`src/hw/rtl/arpenc_pkg.sv`:
```
// Shared types and constants of the ARP-in-IPv4 encapsulator.
`default_nettype none

package arpenc_pkg;

	// Input beat kinds.
	localparam logic FUNC_FRAME = 1'b0;
	localparam logic FUNC_TABLE = 1'b1;

	// Configuration register indexes (paddr[3]).
	localparam logic REG_DST_MAC     = 1'b0;
	localparam logic REG_ENCAP_PROTO = 1'b1;

	// Frame geometry.
	localparam int MIN_FRAME  = 42;
	localparam int HDR_GROWTH = 20;
	localparam int IP_LEN_ADJ = 6;
	localparam int WORD_BYTES = 8;
	localparam int HDR_WORDS  = 4;
	localparam int HDR_BITS   = 272;

	// Byte positions captured while a frame streams in.
	localparam int POS_SRC_MAC   = 6;
	localparam int POS_SRC_END   = 11;
	localparam int POS_ARP_HDR   = 12;
	localparam int POS_ARP_END   = 19;
	localparam int POS_TARGET_IP = 38;
	localparam int POS_TARGET_END = 41;

	// Ethertype, htype, ptype, hlen and plen of an Ethernet/IPv4 ARP frame.
	localparam logic [63:0] ARP_SIGNATURE = 64'h0806_0001_0800_0604;

	// Outer header constants.
	localparam logic [15:0] ETH_TYPE_IPV4 = 16'h0800;
	localparam logic [7:0]  IP_VER_IHL    = 8'h45;
	localparam logic [15:0] IP_FLAGS_DF   = 16'h4000;
	localparam logic [7:0]  IP_TTL        = 8'd64;

	typedef enum logic [2:0] {
		ST_IDLE,
		ST_CHECK,
		ST_LOOK_RD,
		ST_LOOK_CMP,
		ST_EMIT_RD,
		ST_EMIT_WR
	} state_t;

	typedef struct packed {
		logic        en;
		logic [3:0]  slot;
		logic [31:0] address;
		logic        enable;
	} tbl_wr_t;

endpackage

`default_nettype wire

```
`src/hw/rtl/arpenc_if.sv`:
```
// Stream interfaces for the input beats and the output words.
`default_nettype none

interface arpenc_in_if;
	logic        valid;
	logic        ready;
	logic        func;
	logic [7:0]  data_byte;
	logic        frame_end;
	logic [3:0]  table_slot;
	logic [31:0] table_address;
	logic        table_enable;

	modport source (output valid, func, data_byte, frame_end, table_slot, table_address,
		table_enable, input ready);
	modport sink (input valid, func, data_byte, frame_end, table_slot, table_address,
		table_enable, output ready);
endinterface

interface arpenc_out_if;
	logic        valid;
	logic        ready;
	logic [63:0] out_word;
	logic [3:0]  out_count;
	logic        out_last;

	modport source (output valid, out_word, out_count, out_last, input ready);
	modport sink (input valid, out_word, out_count, out_last, output ready);
endinterface

`default_nettype wire

```
`src/hw/rtl/arpenc_frame_mem.sv`:
```
// Frame store: 64-bit words with byte-lane writes and a registered read.
`default_nettype none

module arpenc_frame_mem #(
	parameter int WORDS = 59
) (
	input  wire logic                     clk,
	input  wire logic                     wr_en,
	input  wire logic [$clog2(WORDS)-1:0] wr_addr,
	input  wire logic [2:0]               wr_lane,
	input  wire logic [7:0]               wr_byte,
	input  wire logic                     rd_en,
	input  wire logic [$clog2(WORDS)-1:0] rd_addr,
	output logic      [63:0]              rd_data
);

	logic [63:0] mem [WORDS];

	// Lane 0 holds the earliest byte in the top bits.
	always_ff @(posedge clk) begin
		if (wr_en) begin
			for (int l = 0; l < 8; l++) begin
				if (wr_lane == 3'(l)) begin
					mem[wr_addr][8*(7-l) +: 8] <= wr_byte;
				end
			end
		end
	end

	always_ff @(posedge clk) begin
		if (rd_en) begin
			rd_data <= mem[rd_addr];
		end
	end

endmodule

`default_nettype wire

```
`src/hw/rtl/arpenc_addr_table.sv`:
```
// Address table: IPv4 addresses in a memory, valid bits in flip-flops.
`default_nettype none

module arpenc_addr_table #(
	parameter int ENTRIES = 16,
	localparam int SLOT_W = (ENTRIES > 1) ? $clog2(ENTRIES) : 1
) (
	input  wire logic                 clk,
	input  wire logic                 arst_n,
	input  wire arpenc_pkg::tbl_wr_t  wr,
	input  wire logic                 rd_en,
	input  wire logic [SLOT_W-1:0]    rd_slot,
	output logic      [31:0]          rd_address,
	output logic                      rd_valid
);

	logic [31:0]        mem [ENTRIES];
	logic [ENTRIES-1:0] valid_q;
	logic               wr_ok;
	logic [SLOT_W-1:0]  wr_idx;

	// Writes to slots past the table are dropped.
	assign wr_ok  = wr.en && (int'(wr.slot) < ENTRIES);
	assign wr_idx = SLOT_W'(wr.slot);

	always_ff @(posedge clk) begin
		if (wr_ok) begin
			mem[wr_idx] <= wr.address;
		end
		if (rd_en) begin
			rd_address <= mem[rd_slot];
		end
	end

	always_ff @(posedge clk or negedge arst_n) begin
		if (!arst_n) begin
			valid_q  <= '0;
			rd_valid <= 1'b0;
		end else begin
			if (wr_ok) begin
				valid_q[wr_idx] <= wr.enable;
			end
			if (rd_en) begin
				rd_valid <= valid_q[rd_slot];
			end
		end
	end

endmodule

`default_nettype wire

```
`src/hw/rtl/arp_ipv4_encapsulator.sv`:
```
// Top level of the ARP-in-IPv4 encapsulator: control, header build and register port.
//
//   Channel | Dir | Handshake             | Beat carries
//   --------+-----+-----------------------+------------------------------------------
//   rx      | in  | valid/ready           | one frame byte, or one address table write
//   tx      | out | valid/ready           | one 8-byte word of an encapsulated frame
//   apb     | in  | psel/penable/pwrite   | outer destination MAC at 0x0, protocol at 0x8
//
// At the frame end the block checks the frame and scans the address table, reading and
// comparing each entry (the table memory has one read port with a registered output)
// until a hit or the last entry. On a hit it builds the ceil((len+20)/8) output words
// from the header and the frame store into the output register, waiting while tx holds
// ready low. Reset clears the control state and the table valid bits at once; the
// memories need no clearing pass. rx is ready only in the idle state; a finished last
// word may still wait in the output register while the next frame streams in.
`default_nettype none

module arp_ipv4_encapsulator #(
	parameter int MAX_FRAME     = 448,
	parameter int TABLE_ENTRIES = 16
) (
	input  wire logic       clk,
	input  wire logic       arst_n,
	arpenc_in_if.sink       rx,
	arpenc_out_if.source    tx,
	input  wire logic       psel,
	input  wire logic       penable,
	input  wire logic       pwrite,
	input  wire logic [3:0] paddr,
	input  wire logic [63:0] pwdata,
	output logic      [63:0] prdata,
	output logic            pready
);

	// Frame bytes are stored HDR_GROWTH bytes further on, so that from word 4 on the
	// output words line up with the frame store words.
	localparam int CNT_W     = $clog2(MAX_FRAME + 1);
	localparam int POS_W     = $clog2(MAX_FRAME + arpenc_pkg::HDR_GROWTH);
	localparam int TOT_W     = $clog2(MAX_FRAME + arpenc_pkg::HDR_GROWTH + 1);
	localparam int MEM_WORDS = (MAX_FRAME + arpenc_pkg::HDR_GROWTH + 7) / 8;
	localparam int AW        = $clog2(MEM_WORDS);
	localparam int SLOT_W    = (TABLE_ENTRIES > 1) ? $clog2(TABLE_ENTRIES) : 1;

	arpenc_pkg::state_t state_q, state_d;

	// Configuration registers.
	logic [47:0] dst_mac_q;
	logic [7:0]  proto_q;

	// Receive side.
	logic [CNT_W-1:0] cnt_q;
	logic             ovf_q;
	logic [CNT_W-1:0] len_q;
	logic             drop_ovf_q;
	logic [47:0]      src_mac_q;
	logic [63:0]      arp_hdr_q;
	logic [31:0]      tgt_q;

	// Lookup and emit.
	logic [SLOT_W-1:0] slot_q;
	logic [AW-1:0]     word_q;
	logic [AW-1:0]     last_word_q;
	logic [3:0]        last_cnt_q;
	logic [15:0]       ip_len_q;

	// Output register.
	logic        out_vld_q;
	logic [63:0] out_word_q;
	logic [3:0]  out_count_q;
	logic        out_last_q;

	// Control from the state machine.
	logic rx_rdy;
	logic tbl_rd;
	logic mem_rd;
	logic load_out;
	logic frame_bad;
	logic hit;
	logic last_slot;
	logic last_word;

	logic                rx_acc;
	logic                byte_acc;
	logic                store_byte;
	logic [POS_W-1:0]    wr_pos;
	logic [TOT_W-1:0]    tot_m1;
	logic [63:0]         mem_rd_data;
	logic [31:0]         tbl_address;
	logic                tbl_valid;
	arpenc_pkg::tbl_wr_t tbl_wr;

	logic [arpenc_pkg::HDR_BITS-1:0] hdr;
	logic [63:0]                     word_raw;
	logic [63:0]                     word_out;

	assign rx_acc     = rx.valid && rx_rdy;
	assign byte_acc   = rx_acc && (rx.func == arpenc_pkg::FUNC_FRAME);
	assign store_byte = cnt_q < CNT_W'(MAX_FRAME);
	assign wr_pos     = POS_W'(cnt_q) + POS_W'(arpenc_pkg::HDR_GROWTH);

	assign tbl_wr.en      = rx_acc && (rx.func == arpenc_pkg::FUNC_TABLE);
	assign tbl_wr.slot    = rx.table_slot;
	assign tbl_wr.address = rx.table_address;
	assign tbl_wr.enable  = rx.table_enable;

	arpenc_frame_mem #(
		.WORDS(MEM_WORDS)
	) u_frame_mem (
		.clk    (clk),
		.wr_en  (byte_acc && store_byte),
		.wr_addr(AW'(wr_pos[POS_W-1:3])),
		.wr_lane(wr_pos[2:0]),
		.wr_byte(rx.data_byte),
		.rd_en  (mem_rd),
		.rd_addr(word_q),
		.rd_data(mem_rd_data)
	);

	arpenc_addr_table #(
		.ENTRIES(TABLE_ENTRIES)
	) u_addr_table (
		.clk       (clk),
		.arst_n    (arst_n),
		.wr        (tbl_wr),
		.rd_en     (tbl_rd),
		.rd_slot   (slot_q),
		.rd_address(tbl_address),
		.rd_valid  (tbl_valid)
	);

	// Frame checks on the captured header fields; the length can never exceed
	// MAX_FRAME because overflowing bytes are not counted.
	assign frame_bad = drop_ovf_q || (len_q < CNT_W'(arpenc_pkg::MIN_FRAME))
		|| (arp_hdr_q != arpenc_pkg::ARP_SIGNATURE);
	assign hit       = tbl_valid && (tbl_address == tgt_q);
	assign last_slot = slot_q == SLOT_W'(TABLE_ENTRIES - 1);
	assign last_word = word_q == last_word_q;
	assign tot_m1    = TOT_W'(len_q) + TOT_W'(arpenc_pkg::HDR_GROWTH - 1);

	always_ff @(posedge clk or negedge arst_n) begin
		if (!arst_n) begin
			state_q <= arpenc_pkg::ST_IDLE;
		end else begin
			state_q <= state_d;
		end
	end

	always_comb begin
		state_d  = state_q;
		rx_rdy   = 1'b0;
		tbl_rd   = 1'b0;
		mem_rd   = 1'b0;
		load_out = 1'b0;
		unique case (state_q)
			arpenc_pkg::ST_IDLE: begin
				rx_rdy = 1'b1;
				if (byte_acc && rx.frame_end) begin
					state_d = arpenc_pkg::ST_CHECK;
				end
			end
			arpenc_pkg::ST_CHECK: begin
				state_d = frame_bad ? arpenc_pkg::ST_IDLE : arpenc_pkg::ST_LOOK_RD;
			end
			arpenc_pkg::ST_LOOK_RD: begin
				tbl_rd  = 1'b1;
				state_d = arpenc_pkg::ST_LOOK_CMP;
			end
			arpenc_pkg::ST_LOOK_CMP: begin
				if (hit) begin
					state_d = arpenc_pkg::ST_EMIT_RD;
				end else if (last_slot) begin
					state_d = arpenc_pkg::ST_IDLE;
				end else begin
					state_d = arpenc_pkg::ST_LOOK_RD;
				end
			end
			arpenc_pkg::ST_EMIT_RD: begin
				mem_rd  = 1'b1;
				state_d = arpenc_pkg::ST_EMIT_WR;
			end
			arpenc_pkg::ST_EMIT_WR: begin
				// The read data stays in the memory output register until the
				// output register frees up.
				if (!out_vld_q || tx.ready) begin
					load_out = 1'b1;
					state_d  = last_word ? arpenc_pkg::ST_IDLE : arpenc_pkg::ST_EMIT_RD;
				end
			end
			default: begin
				state_d = arpenc_pkg::ST_IDLE;
			end
		endcase
	end

	// Receive counters.
	always_ff @(posedge clk or negedge arst_n) begin
		if (!arst_n) begin
			cnt_q <= '0;
			ovf_q <= 1'b0;
		end else if (byte_acc) begin
			if (rx.frame_end) begin
				cnt_q <= '0;
				ovf_q <= 1'b0;
			end else if (store_byte) begin
				cnt_q <= cnt_q + CNT_W'(1);
			end else begin
				ovf_q <= 1'b1;
			end
		end
	end

	// Header fields are shifted in as their bytes pass by, in arrival order.
	always_ff @(posedge clk) begin
		if (byte_acc && store_byte) begin
			if (cnt_q >= CNT_W'(arpenc_pkg::POS_SRC_MAC)
				&& cnt_q <= CNT_W'(arpenc_pkg::POS_SRC_END)) begin
				src_mac_q <= {src_mac_q[39:0], rx.data_byte};
			end
			if (cnt_q >= CNT_W'(arpenc_pkg::POS_ARP_HDR)
				&& cnt_q <= CNT_W'(arpenc_pkg::POS_ARP_END)) begin
				arp_hdr_q <= {arp_hdr_q[55:0], rx.data_byte};
			end
			if (cnt_q >= CNT_W'(arpenc_pkg::POS_TARGET_IP)
				&& cnt_q <= CNT_W'(arpenc_pkg::POS_TARGET_END)) begin
				tgt_q <= {tgt_q[23:0], rx.data_byte};
			end
		end
		if (byte_acc && rx.frame_end) begin
			len_q      <= store_byte ? cnt_q + CNT_W'(1) : cnt_q;
			drop_ovf_q <= ovf_q || !store_byte;
		end
		if (state_q == arpenc_pkg::ST_CHECK) begin
			last_word_q <= AW'(tot_m1 >> 3);
			last_cnt_q  <= {1'b0, tot_m1[2:0]} + 4'd1;
			ip_len_q    <= 16'(len_q) + 16'(arpenc_pkg::IP_LEN_ADJ);
		end
	end

	// Scan and word counters.
	always_ff @(posedge clk or negedge arst_n) begin
		if (!arst_n) begin
			slot_q <= '0;
			word_q <= '0;
		end else begin
			if (state_q == arpenc_pkg::ST_CHECK) begin
				slot_q <= '0;
				word_q <= '0;
			end else if (state_q == arpenc_pkg::ST_LOOK_CMP && !hit && !last_slot) begin
				slot_q <= slot_q + SLOT_W'(1);
			end
			if (load_out && !last_word) begin
				word_q <= word_q + AW'(1);
			end
		end
	end

	// Bytes 0 to 33 of the output: outer Ethernet header and IPv4 header.
	assign hdr = {dst_mac_q, src_mac_q, arpenc_pkg::ETH_TYPE_IPV4,
		arpenc_pkg::IP_VER_IHL, 8'h00, ip_len_q, 16'h0000, arpenc_pkg::IP_FLAGS_DF,
		arpenc_pkg::IP_TTL, proto_q, 16'h0000, tgt_q, tgt_q};

	always_comb begin
		if (word_q < AW'(arpenc_pkg::HDR_WORDS)) begin
			word_raw = hdr[(arpenc_pkg::HDR_BITS - 1) - 64 * int'(word_q[1:0]) -: 64];
		end else if (word_q == AW'(arpenc_pkg::HDR_WORDS)) begin
			// The last two header bytes share a word with the start of the ARP body.
			word_raw = {hdr[15:0], mem_rd_data[47:0]};
		end else begin
			word_raw = mem_rd_data;
		end
		// Bytes past the end of the frame read as zero.
		for (int l = 0; l < arpenc_pkg::WORD_BYTES; l++) begin
			if (last_word && (4'(l) >= last_cnt_q)) begin
				word_out[8*(7-l) +: 8] = 8'h00;
			end else begin
				word_out[8*(7-l) +: 8] = word_raw[8*(7-l) +: 8];
			end
		end
	end

	always_ff @(posedge clk or negedge arst_n) begin
		if (!arst_n) begin
			out_vld_q <= 1'b0;
		end else if (load_out) begin
			out_vld_q <= 1'b1;
		end else if (tx.ready) begin
			out_vld_q <= 1'b0;
		end
	end

	always_ff @(posedge clk) begin
		if (load_out) begin
			out_word_q  <= word_out;
			out_count_q <= last_word ? last_cnt_q : 4'(arpenc_pkg::WORD_BYTES);
			out_last_q  <= last_word;
		end
	end

	assign rx.ready     = rx_rdy;
	assign tx.valid     = out_vld_q;
	assign tx.out_word  = out_word_q;
	assign tx.out_count = out_count_q;
	assign tx.out_last  = out_last_q;

	// Register port. A write lands at once, so software must change the registers only
	// while no frame is in flight; the block itself does not enforce this.
	assign pready = 1'b1;

	always_ff @(posedge clk or negedge arst_n) begin
		if (!arst_n) begin
			dst_mac_q <= '0;
			proto_q   <= '0;
		end else if (psel && penable && pwrite && pready) begin
			unique case (paddr[3])
				arpenc_pkg::REG_DST_MAC:     dst_mac_q <= pwdata[47:0];
				arpenc_pkg::REG_ENCAP_PROTO: proto_q   <= pwdata[7:0];
			endcase
		end
	end

	always_comb begin
		unique case (paddr[3])
			arpenc_pkg::REG_DST_MAC:     prdata = {16'h0000, dst_mac_q};
			arpenc_pkg::REG_ENCAP_PROTO: prdata = {56'h0, proto_q};
		endcase
	end

	// A short word is always the final word of a frame.
	assert property (@(posedge clk) disable iff (!arst_n)
		(tx.valid && !tx.out_last) |-> (tx.out_count == 4'(arpenc_pkg::WORD_BYTES)))
		else $error("short output word not marked last");

	// The last byte of a frame always leads to the check cycle.
	assert property (@(posedge clk) disable iff (!arst_n)
		(rx.valid && rx.ready && (rx.func == arpenc_pkg::FUNC_FRAME) && rx.frame_end)
		|=> (state_q == arpenc_pkg::ST_CHECK))
		else $error("frame end did not start the frame check");

	// The word counter never runs past the last word of the frame.
	assert property (@(posedge clk) disable iff (!arst_n)
		((state_q == arpenc_pkg::ST_EMIT_RD) || (state_q == arpenc_pkg::ST_EMIT_WR))
		|-> (word_q <= last_word_q))
		else $error("word counter past the last word");

	// The byte counter stays within the frame store.
	assert property (@(posedge clk) disable iff (!arst_n)
		cnt_q <= CNT_W'(MAX_FRAME))
		else $error("byte counter beyond the frame store");

endmodule

`default_nettype wire

```
`src/flat_wrapper.sv`:
```
// flat-port wrapper written by rule: the top's interface ports become plain ports
module arp_ipv4_encapsulator_flat 
#(
	parameter int MAX_FRAME     = 448,
	parameter int TABLE_ENTRIES = 16
)
  (clk, arst_n, psel, penable, pwrite, paddr, pwdata, prdata, pready, rx_valid, rx_func, rx_data_byte, rx_frame_end, rx_table_slot, rx_table_address, rx_table_enable, rx_ready, tx_valid, tx_out_word, tx_out_count, tx_out_last, tx_ready);
  arpenc_in_if rx_i ();
  arpenc_out_if tx_i ();
  input  wire logic clk;
  input  wire logic arst_n;
  input  wire logic psel;
  input  wire logic penable;
  input  wire logic pwrite;
  input  wire logic [3:0] paddr;
  input  wire logic [63:0] pwdata;
  output logic      [63:0] prdata;
  output logic pready;
  input wire logic [$bits(rx_i.valid)-1:0] rx_valid;
  input wire logic [$bits(rx_i.func)-1:0] rx_func;
  input wire logic [$bits(rx_i.data_byte)-1:0] rx_data_byte;
  input wire logic [$bits(rx_i.frame_end)-1:0] rx_frame_end;
  input wire logic [$bits(rx_i.table_slot)-1:0] rx_table_slot;
  input wire logic [$bits(rx_i.table_address)-1:0] rx_table_address;
  input wire logic [$bits(rx_i.table_enable)-1:0] rx_table_enable;
  output wire logic [$bits(rx_i.ready)-1:0] rx_ready;
  output wire logic [$bits(tx_i.valid)-1:0] tx_valid;
  output wire logic [$bits(tx_i.out_word)-1:0] tx_out_word;
  output wire logic [$bits(tx_i.out_count)-1:0] tx_out_count;
  output wire logic [$bits(tx_i.out_last)-1:0] tx_out_last;
  input wire logic [$bits(tx_i.ready)-1:0] tx_ready;
  assign rx_i.valid = rx_valid;
  assign rx_i.func = rx_func;
  assign rx_i.data_byte = rx_data_byte;
  assign rx_i.frame_end = rx_frame_end;
  assign rx_i.table_slot = rx_table_slot;
  assign rx_i.table_address = rx_table_address;
  assign rx_i.table_enable = rx_table_enable;
  assign rx_ready = rx_i.ready;
  assign tx_valid = tx_i.valid;
  assign tx_out_word = tx_i.out_word;
  assign tx_out_count = tx_i.out_count;
  assign tx_out_last = tx_i.out_last;
  assign tx_i.ready = tx_ready;
  arp_ipv4_encapsulator #(.MAX_FRAME(MAX_FRAME), .TABLE_ENTRIES(TABLE_ENTRIES)) u_core (.clk(clk), .arst_n(arst_n), .rx(rx_i), .tx(tx_i), .psel(psel), .penable(penable), .pwrite(pwrite), .paddr(paddr), .pwdata(pwdata), .prdata(prdata), .pready(pready));
endmodule
```
`config.mk`:
```
export PLATFORM = sky130hd
export DESIGN_NAME = arp_ipv4_encapsulator_flat
export DESIGN_NICKNAME = d
export VERILOG_FILES = /design/src/hw/rtl/arpenc_pkg.sv /design/src/hw/rtl/arpenc_if.sv /design/src/hw/rtl/arpenc_frame_mem.sv /design/src/hw/rtl/arpenc_addr_table.sv /design/src/hw/rtl/arp_ipv4_encapsulator.sv /design/src/flat_wrapper.sv
export SDC_FILE = /design/constraint.sdc
export NUM_CORES = 2
export LEC_CHECK = 0
export BUFFER_PORTS_ARGS = -buffer_cell sky130_fd_sc_hd__buf_2
export CAP_MARGIN = 20
export CORE_MARGIN = 3
export CORE_UTILIZATION = 25
export DETAILED_ROUTE_END_ITERATION = 16
export SLEW_MARGIN = 20
export SYNTH_ARGS = -nofsm -noshare
export SYNTH_HDL_FRONTEND = slang
export SYNTH_HIERARCHICAL = 1
export SYNTH_MEMORY_MAX_BITS = 65536
export SYNTH_SLANG_ARGS = --single-unit
```
`constraint.sdc`:
```
create_clock -name clk -period 8.7 [get_ports clk]
set_input_delay 0.435 -clock clk [delete_from_list [all_inputs] [get_ports clk]]
set_output_delay 0.435 -clock clk [all_outputs]
set_load 0.02 [all_outputs]
```
==> results.md <==
- RR Endpoint: u_core/u_frame_mem/mem[32][53]$_DFFE_PP_
- Max Clock Skew: a little under 0.1 ns
- TritonCTS clock tree: built
- Min-Delay Path Depth: 1
- Remaining antenna violation count: 0
- Final period utilization: between 50% and 60%
- Final worst slack: 3.58 ns
- Chip height: approximately 860 microns
- First-pass GRT wire length: 726 mm
- CP top delay family: simple AND/OR/NAND/NOR gates
- Area growth syn-to-layout: 15.5%
- Largest net degree at the start of global routing: ~210
- Clock Path Buffers: 4
- Kind of critical path: register to register
- Fmax: about 0.20 GHz
- Final Net Count: 9553
- Slew headroom: between 15 and 20%
- Fin Setup TNS: 0 ns
- Worst path most repeated cell: buf_4
- Via-per-instance ratio: around 4.8
- Slowest CP cell: nor3b_1
- Hold_sp: rx_data_byte[4]
- Grt ovf: 0
- Power per cell area: a little under 300 mW/mm^2
- Reg2Reg Launch Point: u_core/cnt_q[2]$_DFFE_PN0P_
- Peak supply drop: 0.218 mV
- Max-capacitance violation count: 0
- CP Capture Type: register
- Worst-path maximum fanout: 8
- Initial DRT Pass Iterations: 5
- Hold Path Class: primary input to register
- Synth Instances: between 8000 and 9000
- Gpl congestion: around 0.86
- Worst setup SP type: register
- Starting Density: about 25%
- Clock root buffer: clkbuf_16
- Final Critical Period: just over 5 ns
- Top-count cell post-synth: edfxtp_1
- RSZ-0062 raised after global routing: no
- Iter 0 DRT Violations: approximately 12000
- Dpl hpwl: approximately 320 mm
- Status: finished clean
- DRC errors left: 0
- Number of synthesized flops with an enable pin: 4626
- Worst Hold Endpoint: u_core/u_frame_mem/mem[7][44]$_DFFE_PP_
- Leakage: roughly 64 nW
- Total track usage: between 10% and 20%
- WL final: ~520 mm
- Die W: 864 microns
- H-Tree Depth: 5
- Count of cell types in the netlist: 78
- Register-to-Register Path Depth: 9
- Initial antenna violation count: 43
- Core area: roughly 0.73 sq mm
- Yosys warns: 6
- DR vias: 93600
- Synth top area cells: edfxtp_1, mux4_2, mux2i_1, nor2_1, dfrtp_1
- Routed WL per cell: 26.5 microns
- Slew Viols, Final: 0
- Clk_lat worst skew: 1.01 ns
- CTS Buf Count: between 400 and 500
- Average cell area after synthesis: between 20 and 25 sq um
- Worst-margin pin slew: approximately 1.3 ns
- Sequential share of the synthesized area: between 70% and 80%
- Crit path buffers/inverters: 2
- Asr flop ratio synth: under 10%
- Area fraction of the dominant cell type after synthesis: approximately three quarters
- CP Data Required Time: just over 9 ns
- Fin. Hold Viols: 0
- Setup-failing EPs final: 0
- Area leader, netlist: edfxtp_1
- Num ports: 258
- R2r setup slk: between 3 and 4 ns
- Arrival time of the worst setup path: 5.68 ns
- Worst-path clk slew: roughly 0.060 ns
- Die ar.: between 0.7 and 0.8 sq mm
- Top_reg_cell synth: edfxtp_1
- Vias in the first global route: 91200
- Synth cell count leaders: edfxtp_1, mux4_2, nor2_1
- Rows: between 300 and 400
- Total clock sinks: roughly 4700
- Worst path max stage delay: about 0.90 ns
- DP Worst Slack: 3.86 ns
- Share of cells above drive strength 1: between 20% and 30%
- Number of port buffers: around 220
- Crit-path cells: ha_1 -> o21ai_0 -> or2_2 -> xnor2_1 -> buf_4 -> nor3b_1 -> nand2_1 -> buf_4 -> nor2_1
- FF+latch count, synth: roughly 4700
- Mapped Area: 0.184 sq mm
==> sequential cells by signal (all words and copies together), names as in the netlist, 32 cells and up <==
name                            count
u_core/u_addr_table/rd_address     32
u_core/u_addr_table/mem           512
u_core/dst_mac_q                   48
u_core/u_frame_mem/mem           3776
u_core/tx.out_word                 64
u_core/arp_hdr_q                   64
u_core/src_mac_q                   48
u_core/u_frame_mem/rd_data         64
u_core/tgt_q                       32
==> layer usage <==
metal  GRT usage [%]  vias to the layer above  wire (microns)
li1                -                    37900               -
met4            5.09                       26           22500
met1            18.3                    50800          211000
met3            2.35                      827           42800
met2            21.2                     4116          243000
met5               0                        -             172
==> how the worst max path moves through the flow <==
stage | startpoint | to | slack [ns] | depth (start not counted)
floorplan | u_core/state_q[0]$_DFFE_PN0P_ | u_core/arp_hdr_q[0]$_DFFE_PP_ | 1.65 | 6
global placement | u_core/cnt_q[2]$_DFFE_PN0P_ | u_core/u_frame_mem/mem[32][53]$_DFFE_PP_ | 3.81 | 9
detailed placement | u_core/cnt_q[2]$_DFFE_PN0P_ | u_core/u_frame_mem/mem[32][51]$_DFFE_PP_ | 3.86 | 9
CTS | u_core/cnt_q[2]$_DFFE_PN0P_ | u_core/u_frame_mem/mem[32][53]$_DFFE_PP_ | 3.72 | 9
global route | u_core/cnt_q[2]$_DFFE_PN0P_ | u_core/u_frame_mem/mem[32][53]$_DFFE_PP_ | 3.39 | 9
finish | u_core/cnt_q[2]$_DFFE_PN0P_ | u_core/u_frame_mem/mem[32][53]$_DFFE_PP_ | 3.58 | 9
==> logic make-up after synthesis <==
logic type	count (synthesis)	synth area share (%)
buffers and inverters	560	1.62
AO/OA/AOI/OAI	784	3.07
AND/OR/NAND/NOR	1265	3.10
adder cells (fa/ha/maj)	13	0.0884
flip-flops	4723	76.8
multiplexers	1529	15.0
XOR/XNOR	66	0.314
other	2	0.00408
==> power breakdown <==
group	total (W)	internal (W)	switching (W)
Combinational	0.0171	0.00624	0.0109
Clock	0.0192	0.0107	0.00850
Sequential	0.0265	0.0258	0.000675
==> stage by stage <==
step / utilization [%] / hold WS, ns / area (sq um) / total power (W) / std cells
final: 29.0 / 0.000816 / 212000 / 0.0628 / 19600
after global routing: 29.0 / 0.0383 / 212000 / 0.0647 / 19600
after floorplan: - / 0.139 / 184000 / 0.0368 / 8957
after global placement: 26.9 / 0.360 / 197000 / 0.0440 / 18700
after detailed placement: 26.9 / 0.363 / 197000 / 0.0440 / 18700
after CTS: 29.0 / 0.00290 / 212000 / 0.0632 / 19600
==> worst reg2reg max path, stage by stage, from the launching register on <==
cell,delay (ns)
dfrtp_1,0.51
ha_1,0.32
o21ai_0,0.15
or2_2,0.31
xnor2_1,0.16
buf_4,0.24
nor3b_1,0.91
nand2_1,0.87
buf_4,0.49
nor2_1,0.71
==> area by class of cell <==
cell class	count	area, sq um
diodes	10	25.0
flip-flops and latches	4723	141000
multi-input cells	3674	40100
clock buffers	566	11900
fillers	71300	520000
repair buffers	552	4360
well taps	9796	12300
clock inverters	261	2360
inverters	17	76.3
==> timing repair <==
item                                    CTS  global route
hold endpoints to repair                926             0
hold buffers                             97             0
resized for setup                         0             0
buffers inserted                          0             0
endpoints found under the setup margin    0             0
==> cell usage in the layout, fill, tap and decap left out, types with 77 or more instances in the layout <==
cell / netlist / layout
clkbuf_1: 260 / 102
a21oi_1: 89 / 89
buf_4: 78 / 201
mux2i_1: 449 / 449
o22ai_1: 143 / 143
nand2_1: 219 / 214
mux4_2: 964 / 964
clkbuf_16: 0 / 458
dlygate4sd3_1: 0 / 96
clkinv_1: 0 / 121
nor2_1: 677 / 659
buf_2: 95 / 212
mux2_2: 116 / 116
dfrtp_1: 97 / 87
edfxtp_1: 4626 / 4626
nor2b_1: 82 / 77
Note: power is estimated with default switching activity, not from simulation.
